**src/design/bcc_pkg.sv**
```systemverilog
// Package: payload types, register indexes and constants for the button click classifier.
`timescale 1ns / 1ps

package bcc_pkg;

    localparam int KEY_W   = 2;
    localparam int TIME_W  = 13;
    localparam int CLICK_W = 8;
    localparam int KIND_W  = 2;
    localparam int CFG_W   = 3;

    typedef struct packed {
        logic [KEY_W-1:0] key_index;
        logic             key_level;
    } in_item_t;

    typedef struct packed {
        logic [KEY_W-1:0]  event_key;
        logic [KIND_W-1:0] event_kind;
    } out_item_t;

    localparam logic [KIND_W-1:0] KIND_PRESSED = 2'd0;
    localparam logic [KIND_W-1:0] KIND_LONG    = 2'd1;
    localparam logic [KIND_W-1:0] KIND_SINGLE  = 2'd2;
    localparam logic [KIND_W-1:0] KIND_DOUBLE  = 2'd3;

    localparam logic [CFG_W-1:0] REG_PRESS_TIME      = 3'd0;
    localparam logic [CFG_W-1:0] REG_LONG_PRESS_TIME = 3'd1;
    localparam logic [CFG_W-1:0] REG_CLICK_MIN_HOLD  = 3'd2;
    localparam logic [CFG_W-1:0] REG_CLICK_MAX_HOLD  = 3'd3;
    localparam logic [CFG_W-1:0] REG_RELEASE_TIMEOUT = 3'd4;
    localparam logic [CFG_W-1:0] REG_HOLD_CEILING    = 3'd5;

    localparam logic [TIME_W-1:0] RST_PRESS_TIME      = 13'd1;
    localparam logic [TIME_W-1:0] RST_LONG_PRESS_TIME = 13'd100;
    localparam logic [TIME_W-1:0] RST_CLICK_MIN_HOLD  = 13'd2;
    localparam logic [TIME_W-1:0] RST_CLICK_MAX_HOLD  = 13'd30;
    localparam logic [TIME_W-1:0] RST_RELEASE_TIMEOUT = 13'd10;
    localparam logic [TIME_W-1:0] RST_HOLD_CEILING    = 13'd8000;

    localparam logic [TIME_W-1:0]  HOLD_RESET  = 13'd100;
    localparam logic [CLICK_W-1:0] CLICK_SAT   = 8'd255;
    localparam logic [CLICK_W-1:0] DOUBLE_LOW  = 8'd3;
    localparam logic [CLICK_W-1:0] CLICK_LIMIT = 8'd5;

endpackage

```
**src/design/button_click_classifier.sv**
```systemverilog
// Top level: per-key multi-click and long-press classifier.
//
// Usage:
//   in channel (in_valid/in_ready/in_data) carries one scan tick: key index and
//   active-low pin level. out channel (out_valid/out_ready/out_data) carries an
//   event: key and kind (pressed, long press, single click, double click).
//   cfg channel (cfg_valid/cfg_ready/cfg_index/cfg_data) writes one of six
//   13-bit timing registers; cfg_ready is always high, unknown indexes drop.
//   A tick is registered at transfer, then classified against the per-key
//   state once the output register is free; the event, if any, lands in the
//   output register. Throughput is one tick per cycle while the output is not
//   stalled, set by the single read-modify-write of the per-key state
//   registers. A tick may cause no event.
//   Ticks for a key at or above NUM_KEYS are dropped without effect.
//   Reset clears the pipeline, loads the register defaults and sets every key
//   released with hold 100 and no clicks.
//   When out_ready is low with an event waiting, one more tick is held in the
//   input register; then in_ready drops until the event transfers.
`timescale 1ns / 1ps

module button_click_classifier
    import bcc_pkg::*;
#(
    parameter int NUM_KEYS = 4
) (
    input  logic                clk,
    input  logic                rst_n,
    input  logic                in_valid,
    output logic                in_ready,
    input  in_item_t            in_data,
    output logic                out_valid,
    input  logic                out_ready,
    output out_item_t           out_data,
    input  logic                cfg_valid,
    output logic                cfg_ready,
    input  logic [CFG_W-1:0]    cfg_index,
    input  logic [TIME_W-1:0]   cfg_data
);

    localparam int CMP_W = 5;

    logic [TIME_W-1:0] press_time_reg;
    logic [TIME_W-1:0] long_press_time_reg;
    logic [TIME_W-1:0] click_min_hold_reg;
    logic [TIME_W-1:0] click_max_hold_reg;
    logic [TIME_W-1:0] release_timeout_reg;
    logic [TIME_W-1:0] hold_ceiling_reg;

    logic              last_level_reg [NUM_KEYS];
    logic [TIME_W-1:0] hold_reg       [NUM_KEYS];
    logic [CLICK_W-1:0] click_reg     [NUM_KEYS];

    logic     s1_valid_reg;
    in_item_t s1_item_reg;

    logic      out_valid_reg;
    out_item_t out_item_reg;

    logic s2_free;
    logic process;
    logic key_hit;

    logic               cur_level;
    logic [TIME_W-1:0]  cur_hold;
    logic [CLICK_W-1:0] cur_click;

    logic [TIME_W-1:0]  hold_next;
    logic [CLICK_W-1:0] click_next;
    logic [TIME_W-1:0]  hold_edge;
    logic [CLICK_W-1:0] click_edge;
    logic               fire;
    logic [KIND_W-1:0]  kind;

    assign cfg_ready = 1'b1;
    assign s2_free   = !out_valid_reg || out_ready;
    assign in_ready  = !s1_valid_reg || s2_free;
    assign process   = s1_valid_reg && s2_free;
    assign key_hit   = CMP_W'(s1_item_reg.key_index) < CMP_W'(NUM_KEYS);

    assign out_valid = out_valid_reg;
    assign out_data  = out_item_reg;

    always_ff @(posedge clk or negedge rst_n)
    begin
        if (!rst_n)
        begin
            press_time_reg      <= RST_PRESS_TIME;
            long_press_time_reg <= RST_LONG_PRESS_TIME;
            click_min_hold_reg  <= RST_CLICK_MIN_HOLD;
            click_max_hold_reg  <= RST_CLICK_MAX_HOLD;
            release_timeout_reg <= RST_RELEASE_TIMEOUT;
            hold_ceiling_reg    <= RST_HOLD_CEILING;
        end
        else if (cfg_valid)
        begin
            case (cfg_index)
                REG_PRESS_TIME:      press_time_reg      <= cfg_data;
                REG_LONG_PRESS_TIME: long_press_time_reg <= cfg_data;
                REG_CLICK_MIN_HOLD:  click_min_hold_reg  <= cfg_data;
                REG_CLICK_MAX_HOLD:  click_max_hold_reg  <= cfg_data;
                REG_RELEASE_TIMEOUT: release_timeout_reg <= cfg_data;
                REG_HOLD_CEILING:    hold_ceiling_reg    <= cfg_data;
                default:             ;
            endcase
        end
    end

    always_ff @(posedge clk or negedge rst_n)
    begin
        if (!rst_n)
        begin
            s1_valid_reg <= 1'b0;
        end
        else if (in_ready)
        begin
            s1_valid_reg <= in_valid;
        end
    end

    always_ff @(posedge clk)
    begin
        if (in_ready && in_valid)
        begin
            s1_item_reg <= in_data;
        end
    end

    always_comb
    begin
        cur_level = 1'b1;
        cur_hold  = HOLD_RESET;
        cur_click = '0;
        for (int k = 0; k < NUM_KEYS; k++)
        begin
            if (CMP_W'(k) == CMP_W'(s1_item_reg.key_index))
            begin
                cur_level = last_level_reg[k];
                cur_hold  = hold_reg[k];
                cur_click = click_reg[k];
            end
        end
    end

    always_comb
    begin
        hold_edge  = cur_hold;
        click_edge = cur_click;
        if (s1_item_reg.key_level != cur_level)
        begin
            if (cur_hold >= click_min_hold_reg && cur_hold < click_max_hold_reg)
            begin
                if (cur_click != CLICK_SAT)
                begin
                    click_edge = cur_click + 8'd1;
                end
            end
            else if (cur_hold >= click_max_hold_reg)
            begin
                click_edge = '0;
            end
            hold_edge = '0;
        end

        hold_next = hold_edge;
        if (hold_edge < hold_ceiling_reg)
        begin
            hold_next = hold_edge + 13'd1;
        end

        click_next = click_edge;
        fire       = 1'b0;
        kind       = KIND_PRESSED;
        if (!s1_item_reg.key_level)
        begin
            if (hold_next == long_press_time_reg)
            begin
                fire = 1'b1;
                kind = KIND_LONG;
            end
            else if (hold_next == press_time_reg)
            begin
                fire = 1'b1;
                kind = KIND_PRESSED;
            end
        end
        else if (hold_next == release_timeout_reg)
        begin
            if (click_edge != '0 && click_edge < DOUBLE_LOW)
            begin
                fire = 1'b1;
                kind = KIND_SINGLE;
            end
            else if (click_edge >= DOUBLE_LOW && click_edge < CLICK_LIMIT)
            begin
                fire = 1'b1;
                kind = KIND_DOUBLE;
            end
            click_next = '0;
        end
    end

    always_ff @(posedge clk or negedge rst_n)
    begin
        if (!rst_n)
        begin
            for (int k = 0; k < NUM_KEYS; k++)
            begin
                last_level_reg[k] <= 1'b1;
                hold_reg[k]       <= HOLD_RESET;
                click_reg[k]      <= '0;
            end
        end
        else if (process && key_hit)
        begin
            for (int k = 0; k < NUM_KEYS; k++)
            begin
                if (CMP_W'(k) == CMP_W'(s1_item_reg.key_index))
                begin
                    last_level_reg[k] <= s1_item_reg.key_level;
                    hold_reg[k]       <= hold_next;
                    click_reg[k]      <= click_next;
                end
            end
        end
    end

    always_ff @(posedge clk or negedge rst_n)
    begin
        if (!rst_n)
        begin
            out_valid_reg <= 1'b0;
        end
        else if (s2_free)
        begin
            out_valid_reg <= process && key_hit && fire;
        end
    end

    always_ff @(posedge clk)
    begin
        if (process && key_hit && fire)
        begin
            out_item_reg.event_key  <= s1_item_reg.key_index;
            out_item_reg.event_kind <= kind;
        end
    end

`ifndef NO_ASSERTIONS
    a_key_in_range: assert property (@(posedge clk) disable iff (!rst_n)
        out_valid_reg |-> CMP_W'(out_item_reg.event_key) < CMP_W'(NUM_KEYS))
        else $error("event for a key beyond NUM_KEYS");

    a_event_from_tick: assert property (@(posedge clk) disable iff (!rst_n)
        $rose(out_valid_reg) |-> $past(s1_valid_reg))
        else $error("event without a registered tick");

    a_stage_hold: assert property (@(posedge clk) disable iff (!rst_n)
        (s1_valid_reg && !in_ready) |=> (s1_valid_reg && $stable(s1_item_reg)))
        else $error("input register lost a stalled tick");
`endif

endmodule

```
**config.mk**
```make
export PLATFORM = sky130hd
export DESIGN_NAME = button_click_classifier
export DESIGN_NICKNAME = d
export VERILOG_FILES = /design/src/design/bcc_pkg.sv /design/src/design/button_click_classifier.sv
export SDC_FILE = /design/constraint.sdc
export NUM_CORES = 1
export LEC_CHECK = 0
export BUFFER_PORTS_ARGS = -buffer_cell sky130_fd_sc_hd__buf_2
export CORE_MARGIN = 1.5
export CORE_UTILIZATION = 60
export DETAILED_ROUTE_END_ITERATION = 8
export GPL_ROUTABILITY_DRIVEN = 0
export PLACE_DENSITY = 0.78
export SYNTH_ARGS = -nofsm -noshare
export SYNTH_HDL_FRONTEND = slang
export SYNTH_SLANG_ARGS = --single-unit
```
**constraint.sdc**
```tcl
create_clock -name clk -period 10.5 [get_ports clk]
set_input_delay 1.05 -clock clk [delete_from_list [all_inputs] [get_ports clk]]
set_output_delay 1.05 -clock clk [all_outputs]
set_load 0.02 [all_outputs]
```
==> metrics.md, run 1 <==
| Metric | Value |
|---|---|
| CTS HTree Levels | 4 |
| WP data arrival | 6.39 ns |
| Vias in the first global route | 7224 |
| Number of diodes | 0 |
| Clock tree buffer depth | 2 |
| Grt ovf | 0 |
| WL final | 24200 µm |
| Mapped Nets | 1018 |
| Post-Synth Adder-Cell Area | 5.03% |
| Final setup margin | 4.23 ns |
| Initial DRC Count | 727 |
| Worst Skew | 0.00879 ns |
| Die Height | 132 µm |
| First-pass GRT wire length | 39500 µm |
| Cell Pwr Density | 202 nW/µm² |
| Ys flop type | dfrtp_1 |
| CTS tree | done |
| I/O pins | 31 |
| Share of cells above drive strength 1 | 22.9% |
| Setup total negative slack | 0 ns |
| # DRC | 0 |
| Main combinational cell family by area after synthesis | multiplexers |
| Status | finished, final reports clean |
| Max-Cap Viols | 0 |
| VDD IR max | 0.154 mV |
| Drt via density | 6.24 |
| Core region area | 16100 µm² |
| Antenna violation net count after detailed routing | 0 |
| Final setup viols | 0 |
| Nature of the critical path endpoint | flip-flop |
| Lkg Pwr | 4.66 nW |
| Largest net degree at the start of global routing | 97 |
| Number of flops mapped to enable cells by yosys | 7 |
| Post-synthesis simple-gate area fraction | 14.1% |
| Die X | 132 µm |
| Critical Path Source Type | flip-flop |
| All-Layer GR Usage | 29.4% |
| Root Buffer Master | clkbuf_16 |
| Pins Over Slew Limit | 0 |
| TritonCTS Buffers | 17 |
| Crit-path max cell delay | 0.78 ns |
| Slowest stage cell, crit path | or4_1 |
| Final Cell Area | 10800 µm² |
| CP dominant cell by count | buf_4 |
| PortBufs | 29 |
| Cells after synthesis | 954 |
| Drt first pass iters | 6 |
| Setup Fix Bufs, Post-CTS | 0 |
| Die area | 17400 µm² |
| Largest register FFs | 52 |
| Slew @ Worst Pin | 1.13 ns |
| Fin nets | 1033 |
| Fmax | 160 MHz |
| Crit-path cells | buf_4 > mux4_2 > xnor2_2 > buf_4 > nand2_1 > inv_1 > ha_1 > o21ai_0 > a21oi_1 > a21oi_1 > nand3_1 > or4_1 > nand3_1 > nand4_1 > nor4_4 > buf_4 > a311oi_1 > nor2_1 |
| Post-Synth XOR/XNOR Area | 5.53% |
| Netlist Area Pre-Place | 9950 µm² |
| Worst-Skew Late Latency | 0.44 ns |
| Cell family with most CP delay | simple AND/OR/NAND/NOR gates |
| Synth Area in Compound Gates | 11.2% |
| Post-synthesis mux area share | 15.0% |
| Vias post-DR | 7480 |
| Antenna violations before repair | 0 |
| Hold Vio Cnt, Final | 0 |
| CP bufs+invs | 4 |
| Post-route minimum period | 6.27 ns |
| Synth async-reset ratio | 96.0% |
| Post-DP HPWL | 17000 µm |
| RSZ-0062 raised after global routing | no |
| Sequential share of the synthesized area | 44.8% |
| CTS resizes | 0 |
| Worst EP required | 10.62 ns |
| Synth unique cells | 62 |
| Initial Util | 62.0% |
| Row count | 46 |
| Setup CP Type | flip-flop to flip-flop |
| Placed inst area | 10300 µm² |
| Worst slack at placement | 4.36 ns |
| Dpl cells | 1166 |
| Reg clk slew, reported paths | 0.07 ns |
| Worst min path class | flip-flop to flip-flop |
| Fillers | 1174 |
| Fin Hold WS | 0.479 ns |
| Yosys Warn Count | 0 |
| Hold buffer count at CTS | 0 |
| Reg-to-reg slack, setup | 4.23 ns |
| Crit Path Max Fanout | 27 |
| Clock sink count | 175 |
| Synthesized area per cell | 10.4 µm² |
| Yosys reg bits | 175 |
| Non-Filler Instances | 1198 |
| Relative slew slack | 24.3% |
| Synth-to-layout area growth | 8.96% |
| Drt wl/cell | 20.2 µm |
| Final period util | 59.7% |
worst paths after layout:
check,from,to,cells past startpoint
worst max-delay path,s1_item_reg[1]$_DFFE_PP_,out_data[0]$_DFFE_PP_,18
worst min-delay path,hold_reg[16]$_DFFE_PN0P_,hold_reg[16]$_DFFE_PN0P_,2
worst max register to register,s1_item_reg[1]$_DFFE_PP_,out_data[0]$_DFFE_PP_,18
worst min register to register,hold_reg[16]$_DFFE_PN0P_,hold_reg[16]$_DFFE_PN0P_,2
max in group asynchronous,rst_n,hold_reg[11]$_DFFE_PN0P_,2
min in group asynchronous,rst_n,click_min_hold_reg[0]$_DFFE_PN0P_,1
metrics by stage:
step	util (%)	power, mW
6_report	67.5	2.19
5_1_grt	67.5	2.31
4_1_cts	67.5	2.19
3_5_place_dp	64.2	1.60
3_3_place_gp	64.2	1.57
2_1_floorplan	-	1.40
routing by layer:
metal,share of wire (%),wire [µm],vias up,track usage [%]
met5,0,0,-,0
met4,3.7,885,0,13.8
met3,7.1,1710,61,4.84
met2,45,10900,307,44.5
met1,44,10700,3647,42.0
li1,-,-,3465,-
cell usage after synthesis (4+ instances only):
cell type	instances	area (µm²)
a31oi_1	8	50.1
nor2_1	55	206
clkbuf_1	28	105
mux2_2	85	957
and3_1	6	37.5
dfrtp_1	135	3380
nand4_1	18	113
nor4b_1	5	43.8
o21ai_0	78	390
buf_2	10	50.1
mux4_2	22	495
xnor2_1	36	315
nand2_1	113	424
a211oi_1	5	37.5
xor2_1	7	61.3
inv_1	57	214
a21oi_1	45	225
a311oi_1	5	43.8
mux2i_1	4	40.0
nand3_1	20	100
and2_1	7	43.8
ha_1	40	500
edfxtp_1	7	210
dfstp_2	33	867
nor3_1	17	85.1
nor4_1	7	43.8
o211ai_1	4	30.0
nor2b_1	9	56.3
xnor3_1	7	158
o31ai_1	20	150
report_power, final:
part | internal [mW] | switching (mW)
registers | 0.822 | 0.0793
clock network | 0.305 | 0.282
logic | 0.287 | 0.418
total | 1.41 | 0.779
final cells by class:
type | instances | area (µm²) | share of cell area, %
Clock buffer | 17 | 425 | 3.92
Tap cell | 216 | 270 | 2.49
Sequential cell | 175 | 4460 | 41.1
Timing Repair Buffer | 42 | 249 | 2.30
Clock inverter | 15 | 113 | 1.04
Multi-Input combinational cell | 675 | 5120 | 47.2
Inverter | 58 | 218 | 2.01
worst min-delay path, cell delays in order, from the launching register on:
cell	delay, ns
dfrtp_1	0.34
nand2_1	0.04
o21ai_0	0.06
logic make-up (layout without fill, tap and decap cells):
group,after synthesis,after routing
AND/OR/NAND/NOR,284,284
other,1,1
XOR/XNOR,51,51
multiplexers,111,111
AO/OA/AOI/OAI,188,188
buffers and inverters,104,132
adder cells (fa/ha/maj),40,40
flip-flops,175,175
cell usage in the layout, fill, tap and decap left out, types with 4 or more instances in the layout:
| cell type | count |
|---|---|
| dfrtp_1 | 135 |
| nand2_1 | 113 |
| a31oi_1 | 8 |
| o211ai_1 | 4 |
| nor2b_1 | 9 |
| and2_1 | 7 |
| o31ai_1 | 20 |
| mux2_2 | 85 |
| and3_1 | 6 |
| o21ai_0 | 78 |
| a311oi_1 | 5 |
| nor4_1 | 7 |
| edfxtp_1 | 7 |
| clkbuf_16 | 17 |
| mux4_2 | 22 |
| buf_2 | 28 |
| ha_1 | 40 |
| xnor3_1 | 7 |
| nand3_1 | 20 |
| nand4_1 | 18 |
| nor3_1 | 15 |
| nor4b_1 | 4 |
| buf_4 | 13 |
| xor2_1 | 7 |
| inv_1 | 57 |
| mux2i_1 | 4 |
| xnor2_1 | 36 |
| dfstp_2 | 33 |
| a21oi_1 | 45 |
| a211oi_1 | 5 |
| nor2_1 | 55 |
(Power assumes the default switching activity.)
==> inputs of run 2 (changes only) <==
Settings changed: CORE_UTILIZATION 60 to 57.
Clock period 10.5 ns to 5.08 ns, I/O delays scaled along.
==> run 2 against run 1 <==
Compared with the run above:
- register-to-register slack worse by 4.1 ns
- maximum frequency is 26% higher
- worst hold slack got worse by 0.44 ns
- highest routed layer unchanged
- critical endpoint is now out_data[3]$_DFFE_PP_
- sequential power is 110% higher
==> metrics.md, run 2 (synthesized netlist as in run 1, its figures left out) <==
| Metric | Value |
|---|---|
| Die X | 135 µm (was 132 µm) |
| CTS tree | done (unchanged) |
| Reg clk slew, reported paths | 0.07 ns (about the same) |
| Final Cell Area | 11400 µm² (was 10800 µm²) |
| Fin Hold WS | 0.0369 ns (was 0.479 ns) |
| Row count | 48 (was 46) |
| Lkg Pwr | 4.96 nW (was 4.66 nW) |
| Reg2reg path depth | 16 (was 18) |
| Crit Path Max Fanout | 7 (was 27) |
| Drt first pass iters | 5 (was 6) |
| Final setup margin | 0.111 ns (was 4.23 ns) |
| Most common cell after layout, fill and taps aside | dfrtp_1 (unchanged) |
| Worst EP required | 5.21 ns (was 10.62 ns) |
| Share of cells above drive strength 1 | 27.8% (was 22.9%) |
| Grt ovf | 0 (unchanged) |
| Final period util | 97.8% (was 59.7%) |
| Clock tree buffer depth | 2 (unchanged) |
| # DRC | 0 (unchanged) |
| Antenna violations before repair | 0 (unchanged) |
| Synth-to-layout area growth | 14.1% (was 8.96%) |
| First-pass GRT wire length | 41000 µm (was 39500 µm) |
| All-Layer GR Usage | 29.6% (was 29.4%) |
| PortBufs | 29 (unchanged) |
| Worst-Skew Late Latency | 0.44 ns (about the same) |
| Final setup viols | 0 (unchanged) |
| Drt via density | 6.20 (was 6.24) |
| Root Buffer Master | clkbuf_16 (unchanged) |
| Worst min path class | primary input to async pin (was flip-flop to flip-flop) |
| Largest register FFs | 52 (unchanged) |
| Nature of the critical path endpoint | flip-flop (unchanged) |
| Critical Path Source Type | flip-flop (unchanged) |
| VDD IR max | 0.300 mV (was 0.154 mV) |
| Initial Util | 58.0% (was 62.0%) |
| Pins Over Slew Limit | 0 (unchanged) |
| Most frequent cells in the layout | 135 x dfrtp_1, 113 x nand2_1, 85 x mux2_2, 78 x o21ai_0, 61 x buf_4 (was 135 x dfrtp_1, 113 x nand2_1, 85 x mux2_2, 78 x o21ai_0, 57 x inv_1) |
| Die Height | 135 µm (was 132 µm) |
| Cell Pwr Density | 422 nW/µm² (was 202 nW/µm²) |
| Max-Cap Viols | 0 (unchanged) |
| Core region area | 17200 µm² (was 16100 µm²) |
| Final Power | 4.80 mW (was 2.19 mW) |
| Relative slew slack | 29.2% (was 24.3%) |
| Largest net degree at the start of global routing | 75 (was 97) |
| Die area | 18300 µm² (was 17400 µm²) |
| Placed inst area | 10700 µm² (was 10300 µm²) |
| Fmax | 201 MHz (was 160 MHz) |
| Post-route minimum period | 4.97 ns (was 6.27 ns) |
| Vias in the first global route | 7703 (was 7224) |
| Antenna violation net count after detailed routing | 0 (unchanged) |
| Fillers | 1295 (was 1174) |
| Vias post-DR | 7796 (was 7480) |
| Initial DRC Count | 827 (was 727) |
| Status | finished, final reports clean (unchanged) |
| Post-DP HPWL | 18000 µm (was 17000 µm) |
| Setup CP Type | flip-flop to flip-flop (unchanged) |
| Hold Vio Cnt, Final | 0 (unchanged) |
| Drt wl/cell | 20.3 µm (was 20.2 µm) |
| Worst slack at placement | 0.0986 ns (was 4.36 ns) |
| CTS HTree Levels | 4 (unchanged) |
| Hold buffer count at CTS | 0 (unchanged) |
| TritonCTS Buffers | 17 (unchanged) |
| Fin nets | 1084 (was 1033) |
| WL final | 25600 µm (was 24200 µm) |
| Setup total negative slack | 0 ns (unchanged) |
| WP data arrival | 5.10 ns (was 6.39 ns) |
| Clock sink count | 175 (unchanged) |
| I/O pins | 31 (unchanged) |
| Number of diodes | 0 (unchanged) |
| Slew @ Worst Pin | 1.06 ns (was 1.13 ns) |
| Worst Skew | 0.0126 ns (was 0.00879 ns) |
## run 2: cell types whose count changed in the layout (fill, tap and decap cells not counted), moves of 2 or more
cell	change
clkinv_1	-2
clkinv_2	-3
nor2_2	+2
or4_1	-2
buf_4	+48
inv_6	+2
or4_4	+2
clkinv_4	-2
nor2_1	-2
## run 2: stage by stage
stage,util [%],std cells
2_1_floorplan,-,954
3_3_place_gp,62.2,1221
3_5_place_dp,62.2,1221
4_1_cts,65.6,1253
5_1_grt,66.1,1258
6_report,66.1,1258
## run 2: what timing repair did
item                                    in CTS  in global routing
setup buffers                                0                  4
gates resized for setup                      0                 11
endpoints found under the setup margin       0                 22
## run 2: path summary, 6_finish.rpt
path                                          start                       endpoint  slack, ns
max                        s1_item_reg[1]$_DFFE_PP_          out_data[3]$_DFFE_PP_       0.11
max reg2reg                s1_item_reg[1]$_DFFE_PP_          out_data[3]$_DFFE_PP_       0.11
min in group clk                         in_data[2]       s1_item_reg[2]$_DFFE_PP_       0.25
min reg2reg                click_reg[9]$_DFFE_PN0P_       click_reg[9]$_DFFE_PN0P_       0.47
max in group asynchronous                     rst_n  press_time_reg[6]$_DFFE_PN0P_       3.91
min                                           rst_n      click_reg[26]$_DFFE_PN0P_       0.04
## run 2: per-layer routing
metal	wire length, µm	global-route usage [%]	vias to the layer above
li1	-	-	3573
met1	11200	41.1	3809
met5	0	0	-
met4	873	12.1	0
met2	11700	45.5	341
met3	1810	6.29	73
## run 2: critical path, stage by stage, from the launching register on
cell      delay, ns
edfxtp_1       0.40
buf_4          0.14
buf_4          0.19
mux4_2         0.62
nand2_1        0.12
inv_1          0.09
ha_1           0.32
nand4_1        0.23
a311oi_1       0.49
buf_4          0.22
nor2_1         0.08
a32oi_1        0.18
o21ai_0        0.15
or4_4          0.57
nor4_4         0.40
a311oi_2       0.19
nor2_2         0.26
## run 2: area by class of cell
| type | count | area (µm²) | area share, % |
|---|---|---|---|
| flip-flops and latches | 175 | 4460 | 39.2 |
| multi-input cells | 675 | 5160 | 45.5 |
| well taps | 225 | 282 | 2.48 |
| clock buffers | 19 | 454 | 4.00 |
| repair buffers | 93 | 646 | 5.68 |
| clock inverters | 13 | 143 | 1.26 |
| inverters | 58 | 218 | 1.92 |
## run 2: report_power, final
part,switching [mW],total (mW),leakage [nW],internal [mW]
Clock,0.596,1.32,0.288,0.724
Sequential,0.169,1.87,2.14,1.70
Combinational,0.912,1.61,2.53,0.699
==> inputs of run 3 (changes only) <==
Settings changed: CAP_MARGIN from default to 25, SKIP_LAST_GASP from default to 1.
Clock period 5.08 ns to 4.15 ns, I/O delays scaled along.
==> run 3 against run 2 <==
Compared with the run above:
- the run now ends with setup timing left
- maximum frequency rose by 2.3%
- final cell count rose by 8.9%
- critical path type unchanged
- highest routed layer unchanged
- register-to-register slack got worse by 0.82 ns
- sequential cell count did not move
- wire length rose by 23%
- largest power group is now combinational cells
- combinational power rose by 68%
- first-iteration DRC count rose by 38%
- sequential share of layout area fell by 4.2 points
==> metrics.md, run 3 (synthesized netlist as in run 1, its figures left out) <==
| Metric | Value |
|---|---|
| Relative slew slack | 37.5% (was 29.2%) |
| Synth-to-layout area growth | 27.7% (was 14.1%) |
| Initial Util | 58.0% (unchanged) |
| Post-DP HPWL | 19600 µm (was 18000 µm) |
| Vias post-DR | 8841 (was 7796) |
| Worst min path class | primary input to async pin (unchanged) |
| Slew @ Worst Pin | 0.932 ns (was 1.06 ns) |
| PortBufs | 29 (unchanged) |
| CP bufs+invs | 6 (was 4) |
| Grt ovf | 0 (unchanged) |
| Core region area | 17200 µm² (unchanged) |
| CP dominant cell by count | buf_4 (unchanged) |
| RR Endpoint | out_data[1]$_SDFFCE_PN0P_ (was out_data[3]$_DFFE_PP_) |
| Nature of the critical path endpoint | flip-flop (unchanged) |
| Final setup viols | 39 (was 0) |
| Reg2reg path depth | 20 (was 16) |
| Critical Path Source | s1_item_reg[1]$_DFFE_PP_ (unchanged) |
| Drt first pass iters | 8 (was 5) |
| Fin Hold WS | 0.0554 ns (was 0.0369 ns) |
| Setup total negative slack | -23.39 ns (was 0 ns) |
| Status | complete, but fails checks (was finished, final reports clean) |
| Most frequent cells in the layout | 160 x buf_4, 135 x dfrtp_1, 107 x nand2_1, 85 x mux2_2, 72 x o21ai_0 (was 135 x dfrtp_1, 113 x nand2_1, 85 x mux2_2, 78 x o21ai_0, 61 x buf_4) |
| Final setup margin | -0.706 ns (was 0.111 ns) |
| CTS HTree Levels | 4 (unchanged) |
| Crit-path cells | mux4_2 > xnor2_4 > buf_12 > nand2_1 > clkinv_1 > ha_1 > nand4_1 > buf_4 > nor3_2 > nand3_1 > buf_4 > nand4_1 > mux2_2 > a211oi_2 > nand4_1 > nor4_2 > buf_4 > a311oi_4 > nor2_1 > buf_4 (was buf_4 > buf_4 > mux4_2 > nand2_1 > inv_1 > ha_1 > nand4_1 > a311oi_1 > buf_4 > nor2_1 > a32oi_1 > o21ai_0 > or4_4 > nor4_4 > a311oi_2 > nor2_2) |
| Worst-Skew Late Latency | 0.45 ns (was 0.44 ns) |
| Hold buffer count at CTS | 0 (unchanged) |
| Clock sink count | 175 (unchanged) |
| First-pass GRT wire length | 48000 µm (was 41000 µm) |
| Initial DRC Count | 1145 (was 827) |
| Critical Path Source Type | flip-flop (unchanged) |
| Largest register FFs | 52 (unchanged) |
| Clock tree buffer depth | 2 (unchanged) |
| Most common cell after layout, fill and taps aside | buf_4 (was dfrtp_1) |
| # DRC | 0 (unchanged) |
| Non-Filler Instances | 1370 (was 1258) |
| Fillers | 1030 (was 1295) |
| WP data arrival | 5.02 ns (was 5.10 ns) |
| Die X | 135 µm (unchanged) |
| TritonCTS Buffers | 17 (unchanged) |
| Row count | 48 (unchanged) |
| RSZ-0062 raised after global routing | yes |
| Number of diodes | 0 (unchanged) |
| Share of cells above drive strength 1 | 39.7% (was 27.8%) |
| Cell family with most CP delay | simple AND/OR/NAND/NOR gates (unchanged) |
| Crit-path max cell delay | 0.60 ns (was 0.62 ns) |
| Setup CP Type | flip-flop to flip-flop (unchanged) |
| Antenna violations before repair | 0 (unchanged) |
| Die area | 18300 µm² (unchanged) |
| Die Height | 135 µm (unchanged) |
| Fin nets | 1196 (was 1084) |
| Drt wl/cell | 22.9 µm (was 20.3 µm) |
| Cell Pwr Density | 520 nW/µm² (was 422 nW/µm²) |
| All-Layer GR Usage | 34.7% (was 29.6%) |
| Pins Over Slew Limit | 0 (unchanged) |
| Fmax | 206 MHz (was 201 MHz) |
| Reg-to-reg slack, setup | -0.71 ns (was 0.11 ns) |
| Antenna violation net count after detailed routing | 0 (unchanged) |
| Max-Cap Viols | 0 (unchanged) |
| Failing checks | setup timing |
| Register Area | 4460 µm² (unchanged) |
| Dpl cells | 1313 (was 1221) |
| Reg clk slew, reported paths | 0.07 ns (about the same) |
| Final period util | 117% (was 97.8%) |
| Lkg Pwr | 5.63 nW (was 4.96 nW) |
| Root Buffer Master | clkbuf_16 (unchanged) |
| Hold Vio Cnt, Final | 0 (unchanged) |
| Crit Path Max Fanout | 6 (was 7) |
| Worst Skew | 0.00892 ns (was 0.0126 ns) |
| Vias in the first global route | 8902 (was 7703) |
| Worst EP required | 4.32 ns (was 5.21 ns) |
| I/O pins | 31 (unchanged) |
| WL final | 31400 µm (was 25600 µm) |
| Placed inst area | 11500 µm² (was 10700 µm²) |
| VDD IR max | 0.406 mV (was 0.300 mV) |
| Slowest stage cell, crit path | mux4_2 (unchanged) |
| Drt via density | 6.45 (was 6.20) |
| CTS tree | done (unchanged) |
| Largest net degree at the start of global routing | 93 (was 75) |
| Post-route minimum period | 4.86 ns (was 4.97 ns) |
| Worst reg2reg startpoint | s1_item_reg[1]$_DFFE_PP_ (unchanged) |
| Final Cell Area | 12700 µm² (was 11400 µm²) |
| Area of the multi-input gates | 5560 µm² (was 5160 µm²) |
run 3: final cells by class:
cell class | count | area share (%)
flip-flops and latches | 175 | 35.1
clock inverters | 14 | 1.16
clock buffers | 18 | 3.38
repair buffers | 205 | 12.7
well taps | 225 | 2.22
inverters | 58 | 1.75
multi-input cells | 675 | 43.7
run 3: worst max-delay path by stage:
stage,endpoint,slack (ns),depth (start not counted)
6_report,out_data[1]$_SDFFCE_PN0P_,-0.71,20
5_1_grt,out_data[2]$_DFFE_PP_,-0.88,19
4_1_cts,out_data[1]$_SDFFCE_PN0P_,-0.54,19
3_5_place_dp,click_reg[14]$_DFFE_PN0P_,-0.62,19
3_3_place_gp,click_reg[14]$_DFFE_PN0P_,-0.48,18
2_1_floorplan,out_data[0]$_DFFE_PP_,-0.65,16
run 3: per-layer routing:
layer,global-route usage [%],up-vias,share of wire [%]
met1,45.0,4273,38
met3,7.48,202,8.9
met2,53.9,572,46
li1,-,3794,-
met5,0,-,0
met4,20.8,0,7.2
run 3: where the power goes:
group,switching (mW),internal [mW]
Sequential,0.233,2.08
Combinational,1.45,1.26
Clock,0.746,0.848
Total,2.43,4.18
run 3: metrics by stage:
stage / power, mW / setup WS (ns) / utilization (%)
after floorplan: 3.59 / -0.645 / -
after detailed placement: 4.57 / -0.615 / 67.0
after CTS: 6.36 / -0.542 / 72.7
final: 6.61 / -0.706 / 74.0
after global routing: 6.85 / -0.883 / 74.0
after global placement: 4.48 / -0.480 / 66.9
run 3: what timing repair did:
item                       CTS  global route
buffers inserted            17             8
cloned                       2             0
setup endpoints to repair   42            53
gates resized for setup     48            36
pin swaps                    8            23
